<file path="src/wavg_pkg.sv">
package wavg_pkg;

	localparam int WINDOW_DEF  = 5;
	localparam int SPEED_SCALE = 1000;
	localparam int SCALE_W     = 10;
	localparam int SPEED_W     = 28;
	localparam int DIST_W      = 16;
	localparam int TIME_W      = 32;

	typedef struct packed {
		logic [DIST_W-1:0] distance;
		logic [TIME_W-1:0] timestamp;
		logic              restart;
	} sample_t;

	typedef struct packed {
		logic [SPEED_W-1:0] average_speed;
		logic [2:0]         samples_held;
		logic               full_res;
	} result_t;

endpackage

</file>
<file path="src/wavg_div.sv">
module wavg_div #(
	parameter int DIV_W = 28
) (
	input  logic                        clk,
	input  logic                        arst_n,
	input  logic                        start,
	input  logic [DIV_W-1:0]            dividend,
	input  logic [wavg_pkg::TIME_W-1:0] divisor,
	output logic                        done,
	output logic [DIV_W-1:0]            quotient
);
	import wavg_pkg::*;

	localparam int CNT_W = (DIV_W > 1) ? $clog2(DIV_W) : 1;

	logic              busy_q;
	logic              done_q;
	logic [CNT_W-1:0]  cnt_q;
	logic [TIME_W-1:0] rem_q;
	logic [DIV_W-1:0]  quo_q;
	logic [TIME_W:0]   trial;
	logic [TIME_W:0]   diff;
	logic              fits;

	// One quotient bit per cycle, restoring form; the dividend shifts out
	// of the top of quo_q while quotient bits shift in at the bottom.
	assign trial = {rem_q, quo_q[DIV_W-1]};
	assign diff  = trial - {1'b0, divisor};
	assign fits  = trial >= {1'b0, divisor};

	always_ff @(posedge clk or negedge arst_n) begin
		if (!arst_n) begin
			busy_q <= 1'b0;
			done_q <= 1'b0;
			cnt_q  <= '0;
		end else begin
			done_q <= 1'b0;
			if (start) begin
				busy_q <= 1'b1;
				cnt_q  <= '0;
			end else if (busy_q) begin
				if (cnt_q == CNT_W'(DIV_W - 1)) begin
					busy_q <= 1'b0;
					done_q <= 1'b1;
				end else begin
					cnt_q <= cnt_q + 1'b1;
				end
			end
		end
	end

	always_ff @(posedge clk) begin
		if (start) begin
			rem_q <= '0;
			quo_q <= dividend;
		end else if (busy_q) begin
			rem_q <= fits ? diff[TIME_W-1:0] : trial[TIME_W-1:0];
			quo_q <= {quo_q[DIV_W-2:0], fits};
		end
	end

	assign done     = done_q;
	assign quotient = quo_q;

endmodule

</file>
<file path="src/window_average_speed_unit.sv">
// Sliding-window average speed of a distance sensor.
//
// Input channel (sample_valid/sample_ready, payload sample): one item holds a
// distance in hundredths of a centimeter, a millisecond timestamp and a
// restart flag. Restart empties the window before the item is stored.
// Output channel (result_valid/result_ready, payload result): exactly one
// item per input item, in order, with the average speed over the held
// samples, the number of samples held and a flag that the ring has filled.
//
// The edge that accepts an item also stores it. The sequencer then walks the
// ring through its single read port, loads the sum times 1000 into the
// serial divider and divides one quotient bit per cycle (29 bits at the
// default WINDOW of 5). A new item is taken only once the sequencer has
// passed the last result on to the output register.
// With fewer than two samples or a zero time span the divide is skipped.
// sample_ready is high only while the sequencer is idle. A finished item sits
// in the output register; the next input item is taken even while it waits,
// and the sequencer only holds its result back while result_ready stays low.
// Reset empties the window and drops any item in flight; the sample memory
// itself is not cleared, as a slot is read only after it has been written.
module window_average_speed_unit #(
	parameter int WINDOW = wavg_pkg::WINDOW_DEF
) (
	input  logic              clk,
	input  logic              arst_n,
	input  logic              sample_valid,
	output logic              sample_ready,
	input  wavg_pkg::sample_t sample,
	output logic              result_valid,
	input  logic              result_ready,
	output wavg_pkg::result_t result
);
	import wavg_pkg::*;

	localparam int SLOT_W = $clog2(WINDOW);
	localparam int CNT_W  = $clog2(WINDOW + 1);
	localparam int SUM_W  = DIST_W + $clog2(WINDOW);
	localparam int DIV_W  = SUM_W + SCALE_W;
	localparam int EXT_W  = (DIV_W > SPEED_W) ? DIV_W : SPEED_W + 1;

	localparam logic [2:0] S_IDLE = 3'd0;
	localparam logic [2:0] S_WALK = 3'd1;
	localparam logic [2:0] S_LOAD = 3'd2;
	localparam logic [2:0] S_DIV  = 3'd3;
	localparam logic [2:0] S_OUT  = 3'd4;

	logic [2:0]        state_q;
	logic [SLOT_W-1:0] write_slot_q;
	logic              filled_q;
	logic [CNT_W-1:0]  held_q;
	logic [SLOT_W-1:0] rd_addr_q;
	logic [CNT_W-1:0]  rd_left_q;
	logic              rd_vld_q;
	logic              first_q;
	logic              result_valid_q;

	logic [DIST_W-1:0] dist_mem [WINDOW];
	logic [TIME_W-1:0] time_mem [WINDOW];
	logic [DIST_W-1:0] dist_rd_q;
	logic [TIME_W-1:0] time_rd_q;

	logic [SUM_W-1:0]   sum_q;
	logic [DIST_W-1:0]  prev_q;
	logic [TIME_W-1:0]  ts_new_q;
	logic [TIME_W-1:0]  span_q;
	logic [SPEED_W-1:0] speed_q;
	result_t            result_q;

	// Slot bookkeeping for an incoming item.
	logic              accept;
	logic [SLOT_W-1:0] ws_base;
	logic              fl_base;
	logic              wrap;
	logic [SLOT_W-1:0] ws_next;
	logic              fl_next;
	logic [CNT_W-1:0]  held_next;
	logic [SLOT_W-1:0] oldest;
	logic [SLOT_W-1:0] rd_addr_next;
	logic [DIST_W-1:0] abs_diff;
	logic              walk_done;
	logic              load_out;

	logic              div_start;
	logic              div_done;
	logic [DIV_W-1:0]  div_dividend;
	logic [DIV_W-1:0]  div_quotient;
	logic [EXT_W-1:0]  quo_ext;
	logic [SPEED_W-1:0] speed_sat;

	assign accept    = sample_valid && sample_ready;
	assign ws_base   = sample.restart ? '0 : write_slot_q;
	assign fl_base   = sample.restart ? 1'b0 : filled_q;
	assign wrap      = (ws_base == SLOT_W'(WINDOW - 1));
	assign ws_next   = wrap ? '0 : ws_base + 1'b1;
	assign fl_next   = fl_base | wrap;
	assign held_next = fl_next ? CNT_W'(WINDOW) : CNT_W'(ws_next);
	// Oldest sample sits at the next write slot once the ring has wrapped.
	assign oldest    = fl_next ? ws_next : '0;

	assign rd_addr_next = (rd_addr_q == SLOT_W'(WINDOW - 1)) ? '0 : rd_addr_q + 1'b1;
	assign abs_diff     = (dist_rd_q >= prev_q) ? dist_rd_q - prev_q : prev_q - dist_rd_q;
	assign walk_done    = (rd_left_q == '0) && !rd_vld_q;
	assign load_out     = (state_q == S_OUT) && (!result_valid_q || result_ready);

	// The scaled sum goes straight into the divider's shift register.
	assign div_start    = (state_q == S_LOAD);
	assign div_dividend = DIV_W'(sum_q) * DIV_W'(SPEED_SCALE);

	assign quo_ext   = EXT_W'(div_quotient);
	assign speed_sat = (quo_ext[EXT_W-1:SPEED_W] != '0) ? '1 : quo_ext[SPEED_W-1:0];

	wavg_div #(
		.DIV_W(DIV_W)
	) u_div (
		.clk      (clk),
		.arst_n   (arst_n),
		.start    (div_start),
		.dividend (div_dividend),
		.divisor  (span_q),
		.done     (div_done),
		.quotient (div_quotient)
	);

	// Sample ring: written when an item is taken, read one slot per cycle.
	always_ff @(posedge clk) begin
		if (accept) begin
			dist_mem[ws_base] <= sample.distance;
			time_mem[ws_base] <= sample.timestamp;
		end
		dist_rd_q <= dist_mem[rd_addr_q];
		time_rd_q <= time_mem[rd_addr_q];
	end

	always_ff @(posedge clk or negedge arst_n) begin
		if (!arst_n) begin
			state_q        <= S_IDLE;
			write_slot_q   <= '0;
			filled_q       <= 1'b0;
			held_q         <= '0;
			rd_addr_q      <= '0;
			rd_left_q      <= '0;
			rd_vld_q       <= 1'b0;
			first_q        <= 1'b0;
			result_valid_q <= 1'b0;
		end else begin
			rd_vld_q <= 1'b0;
			if (result_ready) begin
				result_valid_q <= 1'b0;
			end
			case (state_q)
				S_IDLE: begin
					if (accept) begin
						write_slot_q <= ws_next;
						filled_q     <= fl_next;
						held_q       <= held_next;
						rd_addr_q    <= oldest;
						rd_left_q    <= held_next;
						first_q      <= 1'b1;
						state_q      <= (held_next < CNT_W'(2)) ? S_OUT : S_WALK;
					end
				end
				S_WALK: begin
					if (rd_left_q != '0) begin
						rd_addr_q <= rd_addr_next;
						rd_left_q <= rd_left_q - 1'b1;
						rd_vld_q  <= 1'b1;
					end
					if (rd_vld_q) begin
						first_q <= 1'b0;
					end
					if (walk_done) begin
						state_q <= (span_q == '0) ? S_OUT : S_LOAD;
					end
				end
				S_LOAD: begin
					state_q <= S_DIV;
				end
				S_DIV: begin
					if (div_done) begin
						state_q <= S_OUT;
					end
				end
				S_OUT: begin
					if (load_out) begin
						result_valid_q <= 1'b1;
						state_q        <= S_IDLE;
					end
				end
				default: begin
					state_q <= S_IDLE;
				end
			endcase
		end
	end

	always_ff @(posedge clk) begin
		if (accept) begin
			sum_q    <= '0;
			ts_new_q <= sample.timestamp;
			speed_q  <= '0;
			span_q   <= '0;
		end
		if (state_q == S_WALK && rd_vld_q) begin
			prev_q <= dist_rd_q;
			if (first_q) begin
				span_q <= ts_new_q - time_rd_q;
			end else begin
				sum_q <= sum_q + SUM_W'(abs_diff);
			end
		end
		if (state_q == S_DIV && div_done) begin
			speed_q <= speed_sat;
		end
		if (load_out) begin
			result_q.average_speed <= speed_q;
			result_q.samples_held  <= 3'(held_q);
			result_q.full_res      <= filled_q;
		end
	end

	assign sample_ready = (state_q == S_IDLE);
	assign result_valid = result_valid_q;
	assign result       = result_q;

endmodule

</file>
<file path="config.mk">
export PLATFORM = sky130hd
export DESIGN_NAME = window_average_speed_unit
export DESIGN_NICKNAME = d
export VERILOG_FILES = /design/src/wavg_pkg.sv /design/src/wavg_div.sv /design/src/window_average_speed_unit.sv
export SDC_FILE = /design/constraint.sdc
export NUM_CORES = 1
export LEC_CHECK = 0
export ABC_AREA = 1
export BUFFER_PORTS_ARGS = -buffer_cell sky130_fd_sc_hd__buf_4
export CAP_MARGIN = 20
export CORE_ASPECT_RATIO = 0.6
export CORE_MARGIN = 8
export CORE_UTILIZATION = 40
export CTS_BUF_LIST = sky130_fd_sc_hd__clkbuf_4 sky130_fd_sc_hd__clkbuf_8
export DETAILED_ROUTE_END_ITERATION = 7
export GPL_TIMING_DRIVEN = 0
export SKIP_CTS_REPAIR_TIMING = 1
export SLEW_MARGIN = 5
export SYNTH_ARGS = -nofsm -noshare
export SYNTH_HDL_FRONTEND = slang
export SYNTH_SLANG_ARGS = --single-unit
</file>
<file path="constraint.sdc">
create_clock -name clk -period 18.05 [get_ports clk]
set_input_delay 0.9025 -clock clk [delete_from_list [all_inputs] [get_ports clk]]
set_output_delay 0.9025 -clock clk [all_outputs]
set_load 0.02 [all_outputs]
</file>
==> metrics.csv, run 1 <==
metric,value,unit
outcome,finished clean,
vias,23619,
routed_wl,80.9,mm
drv_slew,0,
power.switching,0.00300,W
synth-edff-count,374,
htree_levels,3,
timing.rr.start,sum_q[2]$_DFF_P_,
rsz0062_at_grt,false,
core_region_area,73900,sq um
cts_num_sinks,534,
period_share,25.7,%
vias_per_cell,5.05,
antenna_found_initial,1,
io_pins,87,
ctsLongestPathBuffers,3,
gp_congestion,0.937,
synth_adder_area_share,12.1,%
syn_inst,3417,
synthMuxAreaShare,0.0334,%
wl_met2,31.0,mm
async_flop_share,4.87,%
worstPathRequired,18460,ps
power_frac_comb,54.6,%
setup-tns-final,0,ps
path_max_fanout,7,
syn-cell-area,30000,sq um
syn_area_per_cell,8.77,sq um
max_freq,215,MHz
synthFlopType,edfxtp_1,
synth_nets,3718,
cellPowerDensity,188,nW/um^2
tritoncts,done,
worstMarginPinSlew,952,ps
ant_nets,0,
synth_top_cell_by_area,edfxtp_1,
multi_input_area,13100,sq um
numCtsBuffers,83,
dieArea,84200,sq um
yosysWarnings,0,
r2r_setup_slack,13410,ps
end_kind,flip-flop,
postPlaceCellArea,32200,sq um
hp-class,in -> async,
ir_worst_vdd,0.0697,mV
grt_pass1_wl,128,mm
grt_use_total,19.0,%
nets,3922,
dpl.hpwl,62.8,mm
clock_power_share,17.4,%
synthTopCellsByArea,"edfxtp_1 37%, dfxtp_1 9.0%, nand2_1 8.9%, ha_1 7.4%, inv_1 6.1%",
initial_core_util,40.6,%
reg2regPathDepth,14,
grt_pass1_vias,22485,
swShare,46.8,%
finalWorstSetupSlack,13410,ps
reg2reg_to,u_div.quotient[19]$_DFFE_PP_,
row_count,77,
overflow,0,
critical_path_class,reg -> reg,
hold_viol_final,0,
wl_per_cell,17.3,um
startpoint_type,flip-flop,
skew,25.1,ps
met3_length,6.31,mm
clk_pin_slew,70,ps
synth_compound_area_share,9.59,%
remaining_drc_errors,0,
power_leakage,15.1,nW
io_buffers,86,
internal-power,0.00340,W
die_x,369,um
setup_viol,0,
grt_max_degree,30,
drt_iter0_markers,2374,
layout-drive-gt1-share,9.35,%
dieHeight,228,um
n_fill_cell,7179,
cts-root-buf,clkbuf_8,
synth_top_family_by_area,simple AND/OR/NAND/NOR gates,
area_growth,13.6,%
power.share.sequential,28.0,%
preCtsSetupSlack,13440,ps
post-route-util,46.1,%
seq_area,14600,sq um
synthDistinctLibCells,51,
drt-pass1-iter-count,6,
routed.top_layer,met4,
ys_seq_area_share,48.6,%
clk-insertion-delay-late,700,ps
m1WireLength,42.2,mm
timing.slew.headroom,36.2,%
synth_top_area_share,37.5,%
ys_ff_latch,534,
max_cap_violations,0,
synth_xor_xnor_area_share,1.49,%
period_minus_slack,4640,ps
cp.arrival,5050,ps
fin_area,34100,sq um
synthSimpleGateAreaFrac,20.5,%
-- power by group through the flow --
stage | registers, W | clock network [W] | logic, W
6_report | 0.00179 | 0.00111 | 0.00349
4_1_cts | 0.00179 | 0.00114 | 0.00345
3_3_place_gp | 0.00183 | 0 | 0.00338
5_1_grt | 0.00182 | 0.00119 | 0.00393
2_1_floorplan | 0.00179 | 0 | 0.00240
3_5_place_dp | 0.00181 | 0 | 0.00343
-- layout by cell type, fill, tap and decap left out, types with 51 or more instances in the layout --
master / synthesis / layout
ha_1: 177 / 177
nor2_1: 427 / 426
fa_1: 71 / 71
edfxtp_1: 374 / 374
a21oi_1: 170 / 170
dfxtp_1: 134 / 134
nand2_1: 709 / 709
buf_4: 6 / 108
clkbuf_8: 0 / 93
a31oi_1: 51 / 51
o21ai_0: 224 / 224
nand3_1: 199 / 199
inv_1: 486 / 486
-- critical path, stage by stage, from the launching register on --
cell	delay, ps
dfxtp_1	540
inv_1	160
fa_1	580
fa_1	450
fa_1	530
fa_1	530
inv_1	40
ha_1	340
nand2_1	120
nor3_1	250
nor2_1	100
o21ai_1	350
a21oi_1	100
o21ai_0	120
o21ai_0	150
-- layout make-up --
cell class                 count  area share, %
multi-input combinational   2294           38.6
buffer                        90           1.23
clock buffer                 116           4.27
tap                          987           3.63
inverter                     499           5.50
antenna                        1        0.00735
timing repair buffer         119           2.97
sequential                   534           42.8
clock inverter                38           1.03
-- through the flow --
stage	cells	hold WS, ps	power [W]
after global placement	4490	401	0.00521
final	4678	137	0.00640
after CTS	4677	81.6	0.00638
after detailed placement	4523	405	0.00524
after global routing	4678	115	0.00694
after floorplan	3417	400	0.00419
-- state kept, by name (all words and copies together) (netlist names), 5 cells and up --
signal          cells
dist_rd_q          16
time_mem          160
ts_new_q           32
speed_q            28
u_div.rem_q        32
prev_q             16
result             32
u_div.quotient     29
dist_mem           80
span_q             32
sum_q              19
time_rd_q          32
u_div.cnt_q         5
-- cell usage after synthesis, types with 9 or more instances --
library cell / instances
a21o_1: 16
a21oi_1: 170
a31oi_1: 51
buf_1: 13
buf_2: 13
clkbuf_1: 51
dfrtp_1: 26
dfxtp_1: 134
edfxtp_1: 374
fa_1: 71
ha_1: 177
inv_1: 486
inv_2: 10
nand2_1: 709
nand2_2: 9
nand3_1: 199
nand3b_1: 15
nand4_1: 26
nor2_1: 427
nor3_1: 30
nor4_1: 13
o21ai_0: 224
o21ai_1: 14
o21bai_1: 15
o31ai_1: 11
xnor2_1: 21
xor2_1: 30
-- worst max path at each step --
stage | slack (ps) | cells after the start | startpoint | end
CTS | 13400 | 15 | sum_q[2]$_DFF_P_ | u_div.quotient[22]$_DFFE_PP_
floorplan | 11310 | 6 | sample_valid | dist_mem[4][0]$_DFFE_PP_
global placement | 6590 | 7 | sample_valid | time_mem[4][19]$_DFFE_PP_
global route | 13000 | 16 | sum_q[2]$_DFF_P_ | u_div.quotient[26]$_DFFE_PP_
detailed placement | 13440 | 15 | sum_q[2]$_DFF_P_ | u_div.quotient[22]$_DFFE_PP_
finish | 13410 | 14 | sum_q[2]$_DFF_P_ | u_div.quotient[19]$_DFFE_PP_
-- kinds of logic (layout without fill, tap and decap cells) --
logic type,count (synthesis),count (layout)
XOR/XNOR,51,51
multiplexers,1,1
buffers and inverters,589,862
other,0,1
flip-flops,534,534
AO/OA/AOI/OAI,528,528
AND/OR/NAND/NOR,1466,1466
adder cells (fa/ha/maj),248,248
-- layer usage --
| layer | vias to the layer above | GRT usage [%] |
|---|---|---|
| met1 | 11069 | 30.2 |
| li1 | 11712 | - |
| met5 | - | 0 |
| met3 | 97 | 3.96 |
| met2 | 741 | 26.0 |
| met4 | 0 | 4.40 |
No activity file was read; power rests on OpenSTA's default activity.
==> run 2, diff against run 1 <==
==> constraint.sdc (replaced) <==
create_clock -name clk -period 4.55 [get_ports clk]
set_input_delay 0.2275 -clock clk [delete_from_list [all_inputs] [get_ports clk]]
set_output_delay 0.2275 -clock clk [all_outputs]
set_load 0.02 [all_outputs]
==> metrics.csv, run 2 (synthesis results as in run 1) <==
metric,value,unit,change
period_share,95.3,%,+70 points
cts-root-buf,clkbuf_8,,
layout_common_cells,"708 x nand2_1, 476 x inv_1, 423 x nor2_1",,
ir_worst_vdd,0.311,mV,+350%
cts_num_sinks,534,,unchanged
overflow,0,,unchanged
end_kind,flip-flop,,
fin_area,34600,sq um,+1.7%
finalWorstSetupSlack,216,ps,-13190 ps
worstPathRequired,5020,ps,-13440 ps
dpl.hpwl,62.1,mm,-1.2%
io_pins,87,,unchanged
setup_viol,0,,unchanged
vias_per_cell,5.06,,+0.17%
routed_wl,80.6,mm,-0.38%
grt_pass1_wl,128,mm,about the same
initial_core_util,40.6,%,unchanged
largest_reg_flops,160,,unchanged
die_x,369,um,unchanged
dieHeight,228,um,unchanged
grt_max_degree,30,,unchanged
setup-tns-final,0,ps,unchanged
tritoncts,done,,
max_freq,231,MHz,+7.2%
antenna_found_initial,1,,unchanged
ant_nets,0,,unchanged
startpoint_type,flip-flop,,
top_register,time_mem,,
area_growth,15.6,%,
skew,30.7,ps,+5.64 ps
final_common_cell,nand2_1,,
drv_slew,0,,unchanged
fin_cells,4724,,+0.98%
dieArea,84200,sq um,unchanged
clk_pin_slew,80,ps,about the same
worstMarginPinSlew,965,ps,+13.1 ps
core_region_area,73900,sq um,unchanged
rsz0062_at_grt,true,,
preCtsSetupSlack,-124,ps,-13570 ps
clk-insertion-delay-late,710,ps,about the same
path_max_fanout,7,,unchanged
dp_cells,4519,,-0.088%
outcome,finished clean,,
drt-pass1-iter-count,5,,-1
wl_per_cell,17.1,um,-1.4%
num_antenna_cells,0,,-1
grt_use_total,19.0,%,-0.059 points
max_cap_violations,0,,unchanged
cp.arrival,4800,ps,-250 ps
timing.slew.headroom,35.2,%,-1.0 points
drt_iter0_markers,2277,,-4.1%
power_leakage,15.3,nW,+1.4%
cellPowerDensity,731,nW/um^2,+290%
critical_path_class,reg -> reg,,
io_buffers,86,,unchanged
nets,3971,,+1.2%
hold_viol_final,0,,unchanged
hp-class,in -> reg,,
numCtsBuffers,83,,unchanged
top_regs,"time_mem (160), dist_mem (80)",,
layout-drive-gt1-share,10.3,%,+0.95 points
row_count,77,,unchanged
remaining_drc_errors,0,,unchanged
period_minus_slack,4330,ps,-311 ps
vias,23891,,+1.2%
gp_congestion,0.965,,+2.9%
htree_levels,3,,unchanged
postPlaceCellArea,32200,sq um,about the same
grt_pass1_vias,22789,,+1.4%
ctsLongestPathBuffers,3,,unchanged
-- run 2: changes by cell type in the layout (fill, tap and decap cells not counted), sizes merged --
cell         change
dlygate4sd3     +53
buf              -4
clkinv           -3
bufinv           -1
clkbuf           +1
diode            -1
inv              +1
-- run 2: power by group --
group | switching, W | leakage [nW] | internal [W]
registers | 0.000569 | 4.93 | 0.00654
logic | 0.00929 | 9.40 | 0.00456
clock network | 0.00200 | 0.939 | 0.00236
total | 0.0119 | 15.3 | 0.0135
-- run 2: final timing paths --
| kind | end | slack (ps) | cells past startpoint | from |
|---|---|---|---|---|
| max reg2reg | u_div.quotient[20]$_DFFE_PP_ | 220 | 17 | sum_q[2]$_DFF_P_ |
| min reg2reg | result[6]$_DFFE_PP_ | 410 | 0 | speed_q[2]$_SDFFCE_PN0P_ |
| max in group asynchronous | result_valid$_DFF_PN0_ | 2540 | 4 | arst_n |
| max | u_div.quotient[20]$_DFFE_PP_ | 220 | 17 | sum_q[2]$_DFF_P_ |
| min | state_q[1]$_DFFE_PN0P_ | 20 | 5 | sample_valid |
| min in group asynchronous | write_slot_q[0]$_DFFE_PN0P_ | 460 | 3 | arst_n |
-- run 2: layer usage --
layer | routed length [um] | GRT usage, % | vias to the layer above
met5 | 0 | 0 | -
li1 | - | - | 11802
met1 | 40900 | 29.7 | 11222
met4 | 1420 | 4.45 | 0
met3 | 6950 | 4.47 | 97
met2 | 31400 | 26.0 | 770
-- run 2: layout make-up --
class                      instances  area [sq um]
fill                            7090         39300
sequential                       534         14600
multi-input combinational       2294         13200
inverter                         499          1880
timing repair buffer             168          1520
clock buffer                     117          1450
tap                              987          1230
buffer                            90           419
clock inverter                    35           330
-- run 2: critical path, stage by stage (launching register included) --
cell and delay [ps]:
dfxtp_4 380, fa_1 540, fa_1 520, inv_1 50
fa_1 500, fa_1 520, inv_1 40, ha_1 370
a21oi_1 230, nand2_1 170, nand2_1 90, nand2_1 130
nand2_1 90, nand2_1 110, nand2_1 90, nand2_1 70
nor2_1 90, o21ai_0 90
-- run 2: through the flow --
| stage | hold slack, ps | power [W] | util [%] |
|---|---|---|---|
| floorplan | -68.1 | 0.0166 | - |
| global placement | 189 | 0.0206 | 43.1 |
| detailed placement | 184 | 0.0207 | 43.6 |
| CTS | -595 | 0.0252 | 46.0 |
| global route | 38.5 | 0.0275 | 46.9 |
| finish | 20.3 | 0.0253 | 46.9 |
==> run 3, diff against run 2 <==
==> constraint.sdc (replaced) <==
create_clock -name clk -period 4.05 [get_ports clk]
set_input_delay 0.2025 -clock clk [delete_from_list [all_inputs] [get_ports clk]]
set_output_delay 0.2025 -clock clk [all_outputs]
set_load 0.02 [all_outputs]
==> metrics.csv, run 3 (synthesis results as in run 1) <==
metric,value,unit,change
final_common_cell,nand2_1,,
cp.arrival,4560,ps,-240 ps
startpoint_type,flip-flop,,
path_max_fanout,5,,-2
clk-insertion-delay-late,720,ps,about the same
io_pins,87,,unchanged
worstPathCellList,"clkinvlp_4, fa_1, fa_1, fa_2, fa_1, inv_2, ha_4, buf_4, nand2_4, nor2_4, nand2_2, nand2_4, nand3_1, nand2_1, a21oi_1, o21ai_1, o21ai_1",,
overflow,0,,unchanged
top_register,time_mem,,
grt_pass1_wl,128,mm,+0.18%
met3_length,7.11,mm,+2.3%
violations,setup timing,,
nets,3990,,+0.48%
grt_max_degree,31,,+3.3%
layout-drive-gt1-share,12.6,%,+2.3 points
skew,45.3,ps,+14.6 ps
holdPathStages,2,,-3
wl_met2,32.0,mm,+2.2%
m1WireLength,42.0,mm,+2.8%
grt_use_total,19.1,%,+0.13 points
end_kind,flip-flop,,
ant_nets,0,,unchanged
area_growth,17.7,%,
dieArea,84200,sq um,unchanged
wl_per_cell,17.4,um,+2.1%
routed_wl,82.7,mm,+2.5%
drv_slew,0,,unchanged
rsz0062_at_grt,true,,
numCtsBuffers,83,,unchanged
cellPowerDensity,819,nW/um^2,+12%
gp_congestion,0.966,,+0.17%
crit_family,adder cells,,
worst_path_most_repeated_cell,fa_1,,
dieHeight,228,um,unchanged
tritoncts,done,,
path_depth,17,,unchanged
num_antenna_cells,0,,unchanged
dp_cells,4519,,unchanged
setup_viol,9,,+9
die_x,369,um,unchanged
worstPathRequired,4490,ps,-530 ps
power_frac_comb,55.0,%,+0.3 points
swShare,47.1,%,+0.27 points
clk_pin_slew,80,ps,about the same
largest_reg_flops,160,,unchanged
row_count,77,,unchanged
worstMarginPinSlew,936,ps,-28.9 ps
timing.slew.headroom,37.3,%,+2.1 points
finalWorstSetupSlack,-65.1,ps,-281 ps
reg2regPathDepth,17,,unchanged
core_region_area,73900,sq um,unchanged
power_leakage,15.5,nW,+1.4%
drt_iter0_markers,2341,,+2.8%
hp-class,in -> reg,,
worst_hold_slack,251,ps,+231 ps
antenna_found_initial,0,,-1
period_minus_slack,4120,ps,-219 ps
power.share.sequential,27.6,%,-0.5 points
max_stage_delay,530,ps,about the same
preCtsSetupSlack,-616,ps,-492 ps
outcome,finished with violations,,
ctsLongestPathBuffers,3,,unchanged
top_regs,"time_mem (160), dist_mem (80)",,
period_share,102,%,+6.4 points
power.switching,0.0136,W,+15%
path_buf_inv,3,,+1
initial_core_util,40.6,%,unchanged
fin_cells,4745,,+0.44%
ir_worst_vdd,0.331,mV,+6.5%
hold_viol_final,0,,unchanged
max_cap_violations,0,,unchanged
io_buffers,86,,unchanged
total_power,0.0289,W,+14%
critPathSlowestCell,fa_1,,
max_freq,243,MHz,+5.3%
dpl.hpwl,63.5,mm,+2.3%
layout_common_cells,"693 x nand2_1, 469 x inv_1, 415 x nor2_1",,
htree_levels,3,,unchanged
cts-root-buf,clkbuf_8,,
cts_num_sinks,534,,unchanged
clock_power_share,17.3,%,about the same
vias,24054,,+0.68%
internal-power,0.0153,W,+13%
remaining_drc_errors,0,,unchanged
drt-pass1-iter-count,7,,+2
critical_path_class,reg -> reg,,
setup-tns-final,-374,ps,-374 ps
routed.top_layer,met4,,
vias_per_cell,5.07,,+0.24%
grt_pass1_vias,22426,,-1.6%
n_fill_cell,7080,,-0.14%
## run 3: cell types whose count changed in the layout (fill, tap and decap cells not counted), sizes merged
cell / before / now
buf: 152 / 171
clkbuf: 170 / 169
clkinvlp: 4 / 8
inv: 499 / 498
## run 3: worst paths after layout
check	start	end	slack, ps
setup / recovery	sum_q[3]$_DFF_P_	u_div.quotient[22]$_DFFE_PP_	-70
hold / removal	sample[11]	time_mem[0][10]$_DFFE_PP_	250
setup reg to reg	sum_q[3]$_DFF_P_	u_div.quotient[22]$_DFFE_PP_	-70
hold reg to reg	speed_q[0]$_SDFFCE_PN0P_	result[4]$_DFFE_PP_	410
max in group asynchronous	arst_n	write_slot_q[0]$_DFFE_PN0P_	3330
min in group asynchronous	arst_n	u_div.cnt_q[4]$_DFFE_PN0P_	510
## run 3: stage by stage
step / utilization [%] / cell area (sq um)
after CTS: 46.1 / 34000
final: 47.7 / 35300
after global placement: 43.1 / 31900
after detailed placement: 43.6 / 32200
after floorplan: - / 30000
after global routing: 47.7 / 35300
## run 3: layout make-up
type	count	area (sq um)	area share, %
Timing Repair Buffer	187	1650	4.68
Clock inverter	38	352	0.997
Sequential cell	534	14600	41.4
Multi-Input combinational cell	2294	13600	38.7
Tap cell	987	1230	3.50
Clock buffer	116	1470	4.15
Buffer	90	419	1.19
Inverter	499	1890	5.37
## run 3: per-layer routing
metal	track usage, %	up-vias
li1	-	11858
met1	30.3	11312
met2	25.9	789
met3	4.41	95
met4	4.34	0
met5	0	-
## run 3: power groups by stage
stage,clock network (W),registers [W],logic [W]
floorplan,0,0.00800,0.0107
global placement,0,0.00814,0.0151
detailed placement,0,0.00809,0.0153
CTS,0.00513,0.00799,0.0154
global route,0.00535,0.00812,0.0178
finish,0.00500,0.00798,0.0159
